--- config.mk ---
export PLATFORM = sky130hd
export DESIGN_NAME = pwm_frequency_duty_meter
export DESIGN_NICKNAME = d
export VERILOG_FILES = /design/src/rtl/pfdm_pkg.sv /design/src/rtl/pwm_frequency_duty_meter.sv /design/src/rtl/pfdm_front.sv /design/src/rtl/pfdm_queue.sv /design/src/rtl/pfdm_back.sv
export SDC_FILE = /design/constraint.sdc
export NUM_CORES = 1
export LEC_CHECK = 0
export ABC_AREA = 0
export BUFFER_PORTS_ARGS = -buffer_cell sky130_fd_sc_hd__clkbuf_2
export CAP_MARGIN = 20
export CORE_UTILIZATION = 42
export CTS_BUF_LIST = sky130_fd_sc_hd__clkbuf_4
export DETAILED_ROUTE_END_ITERATION = 7
export PLACE_DENSITY_LB_ADDON = 0.2
export SYNTH_ARGS = -nofsm -noshare
export SYNTH_HDL_FRONTEND = slang
export SYNTH_SLANG_ARGS = --single-unit
--- constraint.sdc ---
create_clock -name clk -period 9.6 [get_ports clk]
set_clock_uncertainty 0.05 [all_clocks]
set_input_delay 0 -clock clk [delete_from_list [all_inputs] [get_ports clk]]
set_output_delay 0 -clock clk [all_outputs]
set_load 0.1 [all_outputs]
--- src/rtl/pfdm_pkg.sv ---
// Shared constants for the PWM frequency and duty meter.
`timescale 1ns / 1ps

package pfdm_pkg;

  localparam int COUNT_WIDTH_DEFAULT = 32;
  localparam int QUEUE_DEPTH_DEFAULT = 2;

  // Register map: index of each configuration register.
  localparam logic REG_CLOCK_HZ = 1'b0;
  localparam logic [31:0] CLOCK_HZ_RESET = 32'd8000000;

  // Division schedule of the back end.
  localparam int FREQ_STEPS = 32;
  localparam int DUTY_STEPS = 7;
  localparam int STEP_CNT_WIDTH = 5;

endpackage

--- src/rtl/pwm_frequency_duty_meter.sv ---
// Top level of the PWM frequency and duty meter: register port, front end, queue and divider.
//
//   Channel   Direction  Handshake            Payload
//   input     in         in_valid / in_stall  signal_level
//   result    out        out_valid/out_stall  frequency_hz, duty_percent, high_ticks, low_ticks
//   config    in         APB write            clock_hz at byte address 0
//
// One sample is taken per cycle while the request queue has room. Each measurement request
// occupies the shared restoring divider through a load step, 32 frequency quotient bits, 7 duty
// bits and a hand-over step. Edges that come faster than the divider finishes requests fill the
// queue, and the input is then stalled. A held result keeps the divider from taking the next
// request. Reset is synchronous and clears all control state and clock_hz to 8 MHz.
`timescale 1ns / 1ps

module pwm_frequency_duty_meter #(
  parameter int COUNT_WIDTH = pfdm_pkg::COUNT_WIDTH_DEFAULT,
  parameter int QUEUE_DEPTH = pfdm_pkg::QUEUE_DEPTH_DEFAULT
) (
  input  logic        clk,
  input  logic        rst,
  input  logic        psel,
  input  logic        penable,
  input  logic        pwrite,
  input  logic [2:0]  paddr,
  input  logic [31:0] pwdata,
  output logic [31:0] prdata,
  output logic        pready,
  input  logic        in_valid,
  output logic        in_stall,
  input  logic        signal_level,
  output logic        out_valid,
  input  logic        out_stall,
  output logic [31:0] frequency_hz,
  output logic [6:0]  duty_percent,
  output logic [31:0] high_ticks,
  output logic [31:0] low_ticks
);

  logic [31:0]              clock_hz;
  logic                     queue_full;
  logic                     push;
  logic [2*COUNT_WIDTH-1:0] push_data;
  logic                     pop;
  logic                     req_ready;
  logic [2*COUNT_WIDTH-1:0] req_data;

  assign pready = 1'b1;
  assign prdata = (paddr[2] == pfdm_pkg::REG_CLOCK_HZ) ? clock_hz : 32'b0;

  always_ff @(posedge clk) begin
    if (rst) begin
      clock_hz <= pfdm_pkg::CLOCK_HZ_RESET;
    end else if (psel && penable && pwrite && pready && paddr[2] == pfdm_pkg::REG_CLOCK_HZ) begin
      clock_hz <= pwdata;
    end
  end

  pfdm_front #(
    .COUNT_WIDTH(COUNT_WIDTH)
  ) u_front (
    .clk         (clk),
    .rst         (rst),
    .in_valid    (in_valid),
    .in_stall    (in_stall),
    .signal_level(signal_level),
    .queue_full  (queue_full),
    .push        (push),
    .push_data   (push_data)
  );

  pfdm_queue #(
    .WIDTH(2 * COUNT_WIDTH),
    .DEPTH(QUEUE_DEPTH)
  ) u_queue (
    .clk      (clk),
    .rst      (rst),
    .push     (push),
    .push_data(push_data),
    .full     (queue_full),
    .pop      (pop),
    .not_empty(req_ready),
    .pop_data (req_data)
  );

  pfdm_back #(
    .COUNT_WIDTH(COUNT_WIDTH)
  ) u_back (
    .clk         (clk),
    .rst         (rst),
    .clock_hz    (clock_hz),
    .req_ready   (req_ready),
    .req_data    (req_data),
    .pop         (pop),
    .out_valid   (out_valid),
    .out_stall   (out_stall),
    .frequency_hz(frequency_hz),
    .duty_percent(duty_percent),
    .high_ticks  (high_ticks),
    .low_ticks   (low_ticks)
  );

endmodule

--- src/rtl/pfdm_front.sv ---
// Edge detector and phase counter that turns input samples into measurement requests.
`timescale 1ns / 1ps

module pfdm_front #(
  parameter int COUNT_WIDTH = pfdm_pkg::COUNT_WIDTH_DEFAULT
) (
  input  logic                     clk,
  input  logic                     rst,
  input  logic                     in_valid,
  output logic                     in_stall,
  input  logic                     signal_level,
  input  logic                     queue_full,
  output logic                     push,
  output logic [2*COUNT_WIDTH-1:0] push_data
);

  localparam logic [COUNT_WIDTH-1:0] CountOne = COUNT_WIDTH'(1);

  logic                   previous_level;
  logic                   armed;
  logic [COUNT_WIDTH-1:0] phase_count;
  logic [COUNT_WIDTH-1:0] last_high;
  logic [COUNT_WIDTH-1:0] last_low;
  logic [1:0]             have_high_low;

  logic                   accept;
  logic                   rising;
  logic                   falling;
  logic [COUNT_WIDTH-1:0] last_high_next;
  logic [COUNT_WIDTH-1:0] last_low_next;
  logic [1:0]             have_high_low_next;

  assign in_stall = queue_full;
  assign accept   = in_valid && !in_stall;
  assign rising   = signal_level && !previous_level;
  assign falling  = !signal_level && previous_level;

  always_comb begin
    last_high_next     = last_high;
    last_low_next      = last_low;
    have_high_low_next = have_high_low;
    if (falling) begin
      last_high_next        = phase_count;
      have_high_low_next[0] = 1'b1;
    end else if (rising) begin
      last_low_next         = phase_count;
      have_high_low_next[1] = 1'b1;
    end
  end

  // A request leaves only on an edge after arming, once both phases are known.
  assign push      = accept && armed && (rising || falling) && (have_high_low_next == 2'b11);
  assign push_data = {last_high_next, last_low_next};

  always_ff @(posedge clk) begin
    if (rst) begin
      previous_level <= 1'b0;
      armed          <= 1'b0;
      phase_count    <= '0;
      last_high      <= '0;
      last_low       <= '0;
      have_high_low  <= 2'b00;
    end else if (accept) begin
      previous_level <= signal_level;
      if (!armed) begin
        if (rising) begin
          armed       <= 1'b1;
          phase_count <= CountOne;
        end
      end else if (rising || falling) begin
        last_high     <= last_high_next;
        last_low      <= last_low_next;
        have_high_low <= have_high_low_next;
        phase_count   <= CountOne;
      end else if (phase_count != '1) begin
        phase_count <= phase_count + CountOne;
      end
    end
  end

endmodule

--- src/rtl/pfdm_queue.sv ---
// Small first-in first-out queue between the front end and the divider.
`timescale 1ns / 1ps

module pfdm_queue #(
  parameter int WIDTH = 2 * pfdm_pkg::COUNT_WIDTH_DEFAULT,
  parameter int DEPTH = pfdm_pkg::QUEUE_DEPTH_DEFAULT
) (
  input  logic             clk,
  input  logic             rst,
  input  logic             push,
  input  logic [WIDTH-1:0] push_data,
  output logic             full,
  input  logic             pop,
  output logic             not_empty,
  output logic [WIDTH-1:0] pop_data
);

  localparam int PtrWidth = (DEPTH > 1) ? $clog2(DEPTH) : 1;
  localparam int CntWidth = $clog2(DEPTH + 1);
  localparam logic [PtrWidth-1:0] LastPtr = PtrWidth'(DEPTH - 1);
  localparam logic [CntWidth-1:0] DepthCnt = CntWidth'(DEPTH);
  localparam logic [CntWidth-1:0] CntOne = CntWidth'(1);

  logic [WIDTH-1:0]    entries [DEPTH];
  logic [PtrWidth-1:0] wr_ptr;
  logic [PtrWidth-1:0] rd_ptr;
  logic [CntWidth-1:0] fill;
  logic                do_push;
  logic                do_pop;

  assign full      = (fill == DepthCnt);
  assign not_empty = (fill != '0);
  assign pop_data  = entries[rd_ptr];
  assign do_push   = push && !full;
  assign do_pop    = pop && not_empty;

  always_ff @(posedge clk) begin
    if (do_push) begin
      entries[wr_ptr] <= push_data;
    end
  end

  always_ff @(posedge clk) begin
    if (rst) begin
      wr_ptr <= '0;
      rd_ptr <= '0;
      fill   <= '0;
    end else begin
      if (do_push) begin
        wr_ptr <= (wr_ptr == LastPtr) ? '0 : wr_ptr + PtrWidth'(1);
      end
      if (do_pop) begin
        rd_ptr <= (rd_ptr == LastPtr) ? '0 : rd_ptr + PtrWidth'(1);
      end
      if (do_push && !do_pop) begin
        fill <= fill + CntOne;
      end else if (do_pop && !do_push) begin
        fill <= fill - CntOne;
      end
    end
  end

endmodule

--- src/rtl/pfdm_back.sv ---
// Shared restoring divider that works out frequency and duty, with the output register.
`timescale 1ns / 1ps

module pfdm_back #(
  parameter int COUNT_WIDTH = pfdm_pkg::COUNT_WIDTH_DEFAULT
) (
  input  logic                     clk,
  input  logic                     rst,
  input  logic [31:0]              clock_hz,
  input  logic                     req_ready,
  input  logic [2*COUNT_WIDTH-1:0] req_data,
  output logic                     pop,
  output logic                     out_valid,
  input  logic                     out_stall,
  output logic [31:0]              frequency_hz,
  output logic [6:0]               duty_percent,
  output logic [31:0]              high_ticks,
  output logic [31:0]              low_ticks
);

  localparam int PerWidth  = COUNT_WIDTH + 1;
  localparam int ProdWidth = COUNT_WIDTH + 7;
  localparam int CntW      = pfdm_pkg::STEP_CNT_WIDTH;
  localparam logic [CntW-1:0] FreqLast = CntW'(pfdm_pkg::FREQ_STEPS - 1);
  localparam logic [CntW-1:0] DutyLast = CntW'(pfdm_pkg::DUTY_STEPS - 1);

  localparam logic [1:0] ST_IDLE = 2'd0;
  localparam logic [1:0] ST_RUN  = 2'd1;
  localparam logic [1:0] ST_DONE = 2'd2;

  logic [1:0]             state;
  logic                   duty_phase;
  logic [CntW-1:0]        step;
  logic [COUNT_WIDTH-1:0] high;
  logic [COUNT_WIDTH-1:0] low;
  logic [PerWidth-1:0]    period;
  logic [PerWidth-1:0]    rem;
  logic [31:0]            dvd;
  logic [31:0]            quo;
  logic [31:0]            freq_res;

  logic [PerWidth:0]      trial;
  logic                   qbit;
  logic [PerWidth-1:0]    rem_next;
  logic [ProdWidth-1:0]   high_ext;
  logic [ProdWidth-1:0]   high_x100;
  logic [COUNT_WIDTH+31:0] high_wide;
  logic [COUNT_WIDTH+31:0] low_wide;
  logic                   out_free;

  assign out_free = !out_valid || !out_stall;
  assign pop      = (state == ST_IDLE) && req_ready;

  // One quotient bit per cycle: shift the next dividend bit into the remainder.
  always_comb begin
    trial    = {rem, dvd[31]};
    qbit     = (trial >= {1'b0, period});
    rem_next = qbit ? PerWidth'(trial - {1'b0, period}) : trial[PerWidth-1:0];
  end

  // 100 * high as shifts and adds; the quotient by period never exceeds 100,
  // so the top part of the product already sits below the divisor.
  always_comb begin
    high_ext  = {7'b0, high};
    high_x100 = (high_ext << 6) + (high_ext << 5) + (high_ext << 2);
  end

  always_ff @(posedge clk) begin
    if (rst) begin
      state      <= ST_IDLE;
      duty_phase <= 1'b0;
      step       <= '0;
    end else begin
      unique case (state)
        ST_IDLE: begin
          if (req_ready) begin
            state      <= ST_RUN;
            duty_phase <= 1'b0;
            step       <= '0;
          end
        end
        ST_RUN: begin
          if (!duty_phase && step == FreqLast) begin
            duty_phase <= 1'b1;
            step       <= '0;
          end else if (duty_phase && step == DutyLast) begin
            state <= ST_DONE;
          end else begin
            step <= step + CntW'(1);
          end
        end
        ST_DONE: begin
          if (out_free) begin
            state <= ST_IDLE;
          end
        end
        default: state <= ST_IDLE;
      endcase
    end
  end

  always_ff @(posedge clk) begin
    if (state == ST_IDLE) begin
      high   <= req_data[2*COUNT_WIDTH-1:COUNT_WIDTH];
      low    <= req_data[COUNT_WIDTH-1:0];
      period <= {1'b0, req_data[2*COUNT_WIDTH-1:COUNT_WIDTH]}
              + {1'b0, req_data[COUNT_WIDTH-1:0]};
      rem    <= '0;
      dvd    <= clock_hz;
      quo    <= '0;
    end else if (state == ST_RUN) begin
      if (!duty_phase && step == FreqLast) begin
        freq_res <= {quo[30:0], qbit};
        rem      <= {1'b0, high_x100[ProdWidth-1:7]};
        dvd      <= {high_x100[6:0], 25'b0};
        quo      <= '0;
      end else begin
        rem <= rem_next;
        dvd <= {dvd[30:0], 1'b0};
        quo <= {quo[30:0], qbit};
      end
    end
  end

  always_comb begin
    high_wide = {32'b0, high};
    low_wide  = {32'b0, low};
  end

  always_ff @(posedge clk) begin
    if (rst) begin
      out_valid <= 1'b0;
    end else if (state == ST_DONE && out_free) begin
      out_valid <= 1'b1;
    end else if (!out_stall) begin
      out_valid <= 1'b0;
    end
  end

  always_ff @(posedge clk) begin
    if (state == ST_DONE && out_free) begin
      if (period == '0) begin
        frequency_hz <= '0;
        duty_percent <= '0;
      end else begin
        frequency_hz <= freq_res;
        duty_percent <= quo[6:0];
      end
      // Tick counts wider than the output port saturate.
      high_ticks <= (high_wide[COUNT_WIDTH+31:32] != '0) ? '1 : high_wide[31:0];
      low_ticks  <= (low_wide[COUNT_WIDTH+31:32] != '0) ? '1 : low_wide[31:0];
    end
  end

endmodule

After elaboration in Yosys (flattened, before gate mapping)
Memories as Yosys holds them, arrays and structs flattened. A register that Yosys moved wholly into a read port is not among the register bits.
Cells that the tools add are included.
{ "word_totals": {"reg_bits": 473, "latch_bits": 0, "ram_bits": 128, "rom_bits": 0, "input_bits": 43, "elab_cells": 134, "n_memories": 1} }
{ "op_classes": {"add_sub_neg": 10, "mul": 0, "div": 0, "order_cmp": 1, "n_eq_ne": 15, "n_shift": 0, "mux": 41, "n_bitwise": 2, "reduce_logical": 39} }
{ "mem_list": {"columns": ["memory", "words", "word_bits", "rd", "rd_ports_with_merged_regs", "write_ports", "line", "rtl"], "rows": [
  ["u_queue.entries", 2, 64, 1, 1, 1, "pfdm_queue.sv:24", "logic [WIDTH-1:0] entries [DEPTH];"]
]} }
{ "ops": {"columns": ["cell", "count"], "rows": [
  ["32-bit two-way mux", 11],
  ["33-bit two-way mux", 2],
  ["38-bit by 37-bit adder with 39-bit output", 1],
  ["39-bit by 34-bit adder with 39-bit output", 1],
  ["34-bit by 33-bit greater-or-equal comparator with 1-bit output", 1],
  ["32-bit by 32-bit adder with 33-bit output", 1],
  ["33-bit zero test", 1],
  ["33-bit subtractor", 1],
  ["32-bit by 1-bit adder with 32-bit output (second input constant)", 1],
  ["32-bit != test (second input constant)", 1],
  ["31-bit two-way mux", 1],
  ["1-bit logical AND", 17],
  ["1-bit two-way mux", 15],
  ["5-bit two-way mux", 3],
  ["3-bit AND reduction", 5],
  ["2-bit two-way mux", 6],
  ["2-bit by 1-bit != test with 1-bit output (second input constant)", 5],
  ["5-bit case mux with 2 select lines", 1],
  ["1-bit zero test", 8],
  ["2-bit nonzero test", 4],
  ["2-bit == test (second input constant)", 3],
  ["2-bit case mux with 3 select lines", 1],
  ["5-bit by 1-bit adder with 5-bit output (second input constant)", 1],
  ["5-bit by 3-bit == test with 1-bit output (second input constant)", 1],
  ["other kinds (13)", 16]
]} }

Depth between registers and ports, before layout
{ "logic_depth": {"depth_word": 11, "mapped_depth": 16, "depth_no_buf": 15} }

Hierarchy
From an unflattened synthesis, not the netlist that was laid out.
{ "unflattened": {"hier_cells": 2400, "area_unflattened_um2": 28309.7} }
{ "modules_own_cells": {"columns": ["mod", "instances", "cells_per_inst", "area_per_inst_um2", "seq_area_each_um2"], "rows": [
  ["pfdm_back", 1, 1390, 16832.4, 9389.0],
  ["pfdm_front", 1, 609, 4979.8, 2001.9],
  ["pfdm_queue", 1, 224, 4834.6, 3943.8],
  ["pwm_frequency_duty_meter", 1, 177, 1662.8, 640.6]
]} }

Worst setup path after synthesis
No wires, ideal clock.
{ "synth_timing": {"path_kind": "reg-to-reg", "start": "register u_back.out_valid", "end": "register u_back.duty_percent[0] (enable)", "setup_ns": 0.599, "arrival_time_ns": 5.708, "required_ns": 8.951, "path_slack_ns": 3.243, "stages_incl_launch_ff": 2, "path_buffers": 0, "cell_sequence": "dfxtp_1 a21oi_1"} }
{ "synth_between": {"elab_chain_cells": 3} }
{ "synth_rtl": {"columns": ["element", "line", "rtl"], "rows": [
  ["start: declaration", "pfdm_back.sv:13", "output logic out_valid,"],
  ["start signal: assignment", "pfdm_back.sv:132", "out_valid <= 1'b0;"],
  ["start signal: assignment", "pfdm_back.sv:134", "out_valid <= 1'b1;"],
  ["start signal: assignment", "pfdm_back.sv:136", "out_valid <= 1'b0;"],
  ["1-bit zero test", "pfdm_back.sv:51", "assign out_free = !out_valid || !out_stall;"],
  ["1-bit logical OR", "pfdm_back.sv:51", null],
  ["1-bit logical AND", "pfdm_back.sv:141", "if (state == ST_DONE && out_free) begin"],
  ["end signal: assignment", "pfdm_back.sv:147", "duty_percent <= quo[6:0];"],
  ["end: declaration", "pfdm_back.sv:16", "output logic [6:0] duty_percent,"]
]} }
Every way passes these cells.
A chain may end at the register's enable or synchronous reset.

==> results.sh <==
export IMPL_cp_start_kind="flip-flop"
export IMPL_async_reset_ff_share_pct=0
export IMPL_synthMuxAreaShare_pct=7.73
export IMPL_synth_compound_area_share_pct=11.2
export IMPL_seq_area_frac_synth_pct=57.4
export IMPL_multi_input_area_sq_um=11200
export IMPL_grt_pass1_vias=19300
export IMPL_post_route_period_util_pct=48.2
export IMPL_crit_path_end_kind="flip-flop"
export IMPL_total_power_w=0.00801
export IMPL_synth_cell_types=93
export IMPL_grt_pass1_wl_mm=102
export IMPL_path_clk_slew_ns=0.06
export IMPL_drive_gt1_share_pct=22.6
export IMPL_via_count=19000
export IMPL_insertion_delay_ns=0.99
export IMPL_wirelength_mm=64.2
export IMPL_finish_net_count=2869
export IMPL_cts_sinks=602
export IMPL_cts_root_buf="clkbuf_4"
export IMPL_post_dp_cell_area_sq_um=29600
export IMPL_postLayoutCellArea_sq_um=33100
export IMPL_syn_area_per_cell_sq_um=12.1
export IMPL_die_area_sq_um=67300
export IMPL_hp_class="in -> reg"
export IMPL_yosysWarnings=0
export IMPL_worstMarginPinSlew_ns=0.914
export IMPL_fill_cells=5782
export IMPL_fin_tns_setup_ns=0
export IMPL_synth_largest_area_cell="edfxtp_1"
export IMPL_syn_area_sq_um=27800
export IMPL_final_common_cell="edfxtp_1"
export IMPL_routed_via_density=5.17
export IMPL_postCtsSetupBuffers=0
export IMPL_fp_dieW_um=259
export IMPL_ir_drop_mv=0.101
export IMPL_ctsLongestPathBuffers=3
export IMPL_synth_top_family_by_area="compound AO/OA/AOI/OAI gates"
export IMPL_final_antenna_net_count=0
export IMPL_cellPowerDensity_nw_per_um2=242
export IMPL_synth_top_area_share_pct=42.3
export IMPL_status="finished clean"
export IMPL_arrival_ns=5.26
export IMPL_synthTopCellsByArea="edfxtp_1 (42%), dfxtp_1 (15%), mux2_2 (5.2%)"
export IMPL_crit_fanout=40
export IMPL_yosys_area_share_simple_pct=10.5
export IMPL_utilization_pct=50.5
export IMPL_synthFlopType="edfxtp_1"
export IMPL_rows=94
export IMPL_setup_viol=0
export IMPL_grt_overflow_total=0
export IMPL_rsz0062_at_grt="no"
export IMPL_yosys_register_bits=602
export IMPL_die_h_um=259
export IMPL_gp_congestion=0.866
export IMPL_p_leak_nw=12.9
export IMPL_synth_nets=2477
export IMPL_grt_max_degree=79
export IMPL_wl_per_cell_um=17.4
export IMPL_dp_final_hpwl_mm=42.3
export IMPL_initial_core_util_pct=42.4
export IMPL_htreeDepth=4
export IMPL_ios=181
export IMPL_synth_xor_area_share_pct=3.62
export IMPL_fin_hold_ws_ns=0.170
export IMPL_syn_to_final_growth_pct=19.0
export IMPL_fmax_mhz=216
export IMPL_drv_slew=0
export IMPL_critPathKind="reg -> reg"
export IMPL_relSlewSlack_pct=39.1
export IMPL_cts_tree="built"
export IMPL_drt_pass1_iter_count=5
export IMPL_period_needed_ns=4.63
export IMPL_seqCellArea_sq_um=16000
export IMPL_core_area_sq_um=65600
export IMPL_track_usage_pct=19.4
export IMPL_required_ns=10.23
export IMPL_numCtsBuffers=155
export IMPL_drt_iter0_drc=1021
export IMPL_synth_cells=2295
export IMPL_synthAdderAreaFrac_pct=7.08
export IMPL_hold_viol=0
export IMPL_antenna_found_initial=5
export IMPL_mostFrequentLayoutCells="edfxtp_1 (392), clkbuf_4 (240), dfxtp_1 (208)"
export IMPL_route_detailed_drc=0
export IMPL_io_buffers=177
export IMPL_synth_edf_count=392
export IMPL_cap_violations=0
[synth_stat cells (all sizes together), types with 17 or more instances]
library cell	instances
a21o	50
a21oi	142
a22o	60
buf	22
clkbuf	84
dfxtp	210
edfxtp	392
fa	31
ha	108
inv	70
mux2	128
mux2i	71
nand2	161
nand3	34
nand4	26
nor2	181
nor2b	87
nor3	26
o211ai	17
o21ai	91
xnor2	54
xor2	61
[per-stage QoR]
stage,std cells,setup slack (ns)
floorplan,2295,3.24
global placement,3252,4.96
detailed placement,3254,4.97
CTS,3679,4.96
global route,3683,4.65
finish,3683,4.97
[sequential cells by signal, summed over array words and instances (netlist names), 5 cells and up, named ones only]
register             flops
u_back.step              5
u_back.freq_res         32
u_back.low              32
u_back.frequency_hz     32
u_back.period           33
u_back.rem              33
u_back.duty_percent      7
u_back.high             32
u_front.last_high       32
u_back.low_ticks        32
u_queue.entries        128
u_back.high_ticks       32
u_back.dvd              32
u_front.last_low        32
u_back.quo              31
u_front.phase_count     32
clock_hz                32
[kinds of logic (layout without fill, tap and decap cells)]
family,after synthesis,after routing
AND/OR/NAND/NOR,599,599
other,1,4
multiplexers,199,199
flip-flops,602,602
buffers and inverters,176,697
adder cells (fa/ha/maj),139,139
XOR/XNOR,115,115
AO/OA/AOI/OAI,464,464
[report_power, final]
group          internal (W)  leakage [nW]  switching (W)  total, W
logic              0.000963          5.98        0.00148   0.00244
clock network       0.00123          1.25        0.00105   0.00228
registers           0.00309          5.64       0.000205   0.00330
[worst max-delay path: stages, from the launching register on]
cell and delay (ns):
dfxtp_2 0.71, buf_4 0.60, mux2_2 0.45, ha_1 0.43, nand4_1 0.21, nor3_1 0.25
or3b_1 0.39, a31oi_1 0.29, o31ai_1 0.14, a21o_1 0.21, o21ai_2 0.22, a221oi_1 0.13
o21ai_1 0.17, xor2_1 0.08
[per-layer routing]
layer	part of all wire (%)	vias to the layer above	global-route usage, %
li1	-	9289	-
met1	45	9158	24.3
met2	48	447	32.0
met3	4.6	153	4.36
met4	2.9	2	8.20
met5	0.031	-	0
[final cells by class]
cell class	instances	share of cell area, %
multi-input combinational	1517	33.8
clock buffer	240	5.44
clock inverter	46	0.941
sequential	602	48.2
timing repair buffer	341	7.48
inverter	70	0.801
antenna	3	0.0227
tap	864	3.26
[final timing paths]
kind | startpoint | endpoint | slack, ns | cells past startpoint
worst max-delay path | flip-flop | u_back.period[31] | 4.97 | 13
worst min-delay path | signal_level | u_front.phase_count[1] | 0.17 | 6
worst max register to register | flip-flop | u_back.period[31] | 4.97 | 13
worst min register to register | u_back.low[24] | u_back.low_ticks[24] | 0.36 | 0
[repair_timing]
item	CTS	global route
gates resized for setup	0	0
endpoints found under the hold margin	313	0
hold buffers	139	0
No activity file was read; power rests on OpenSTA's default activity.
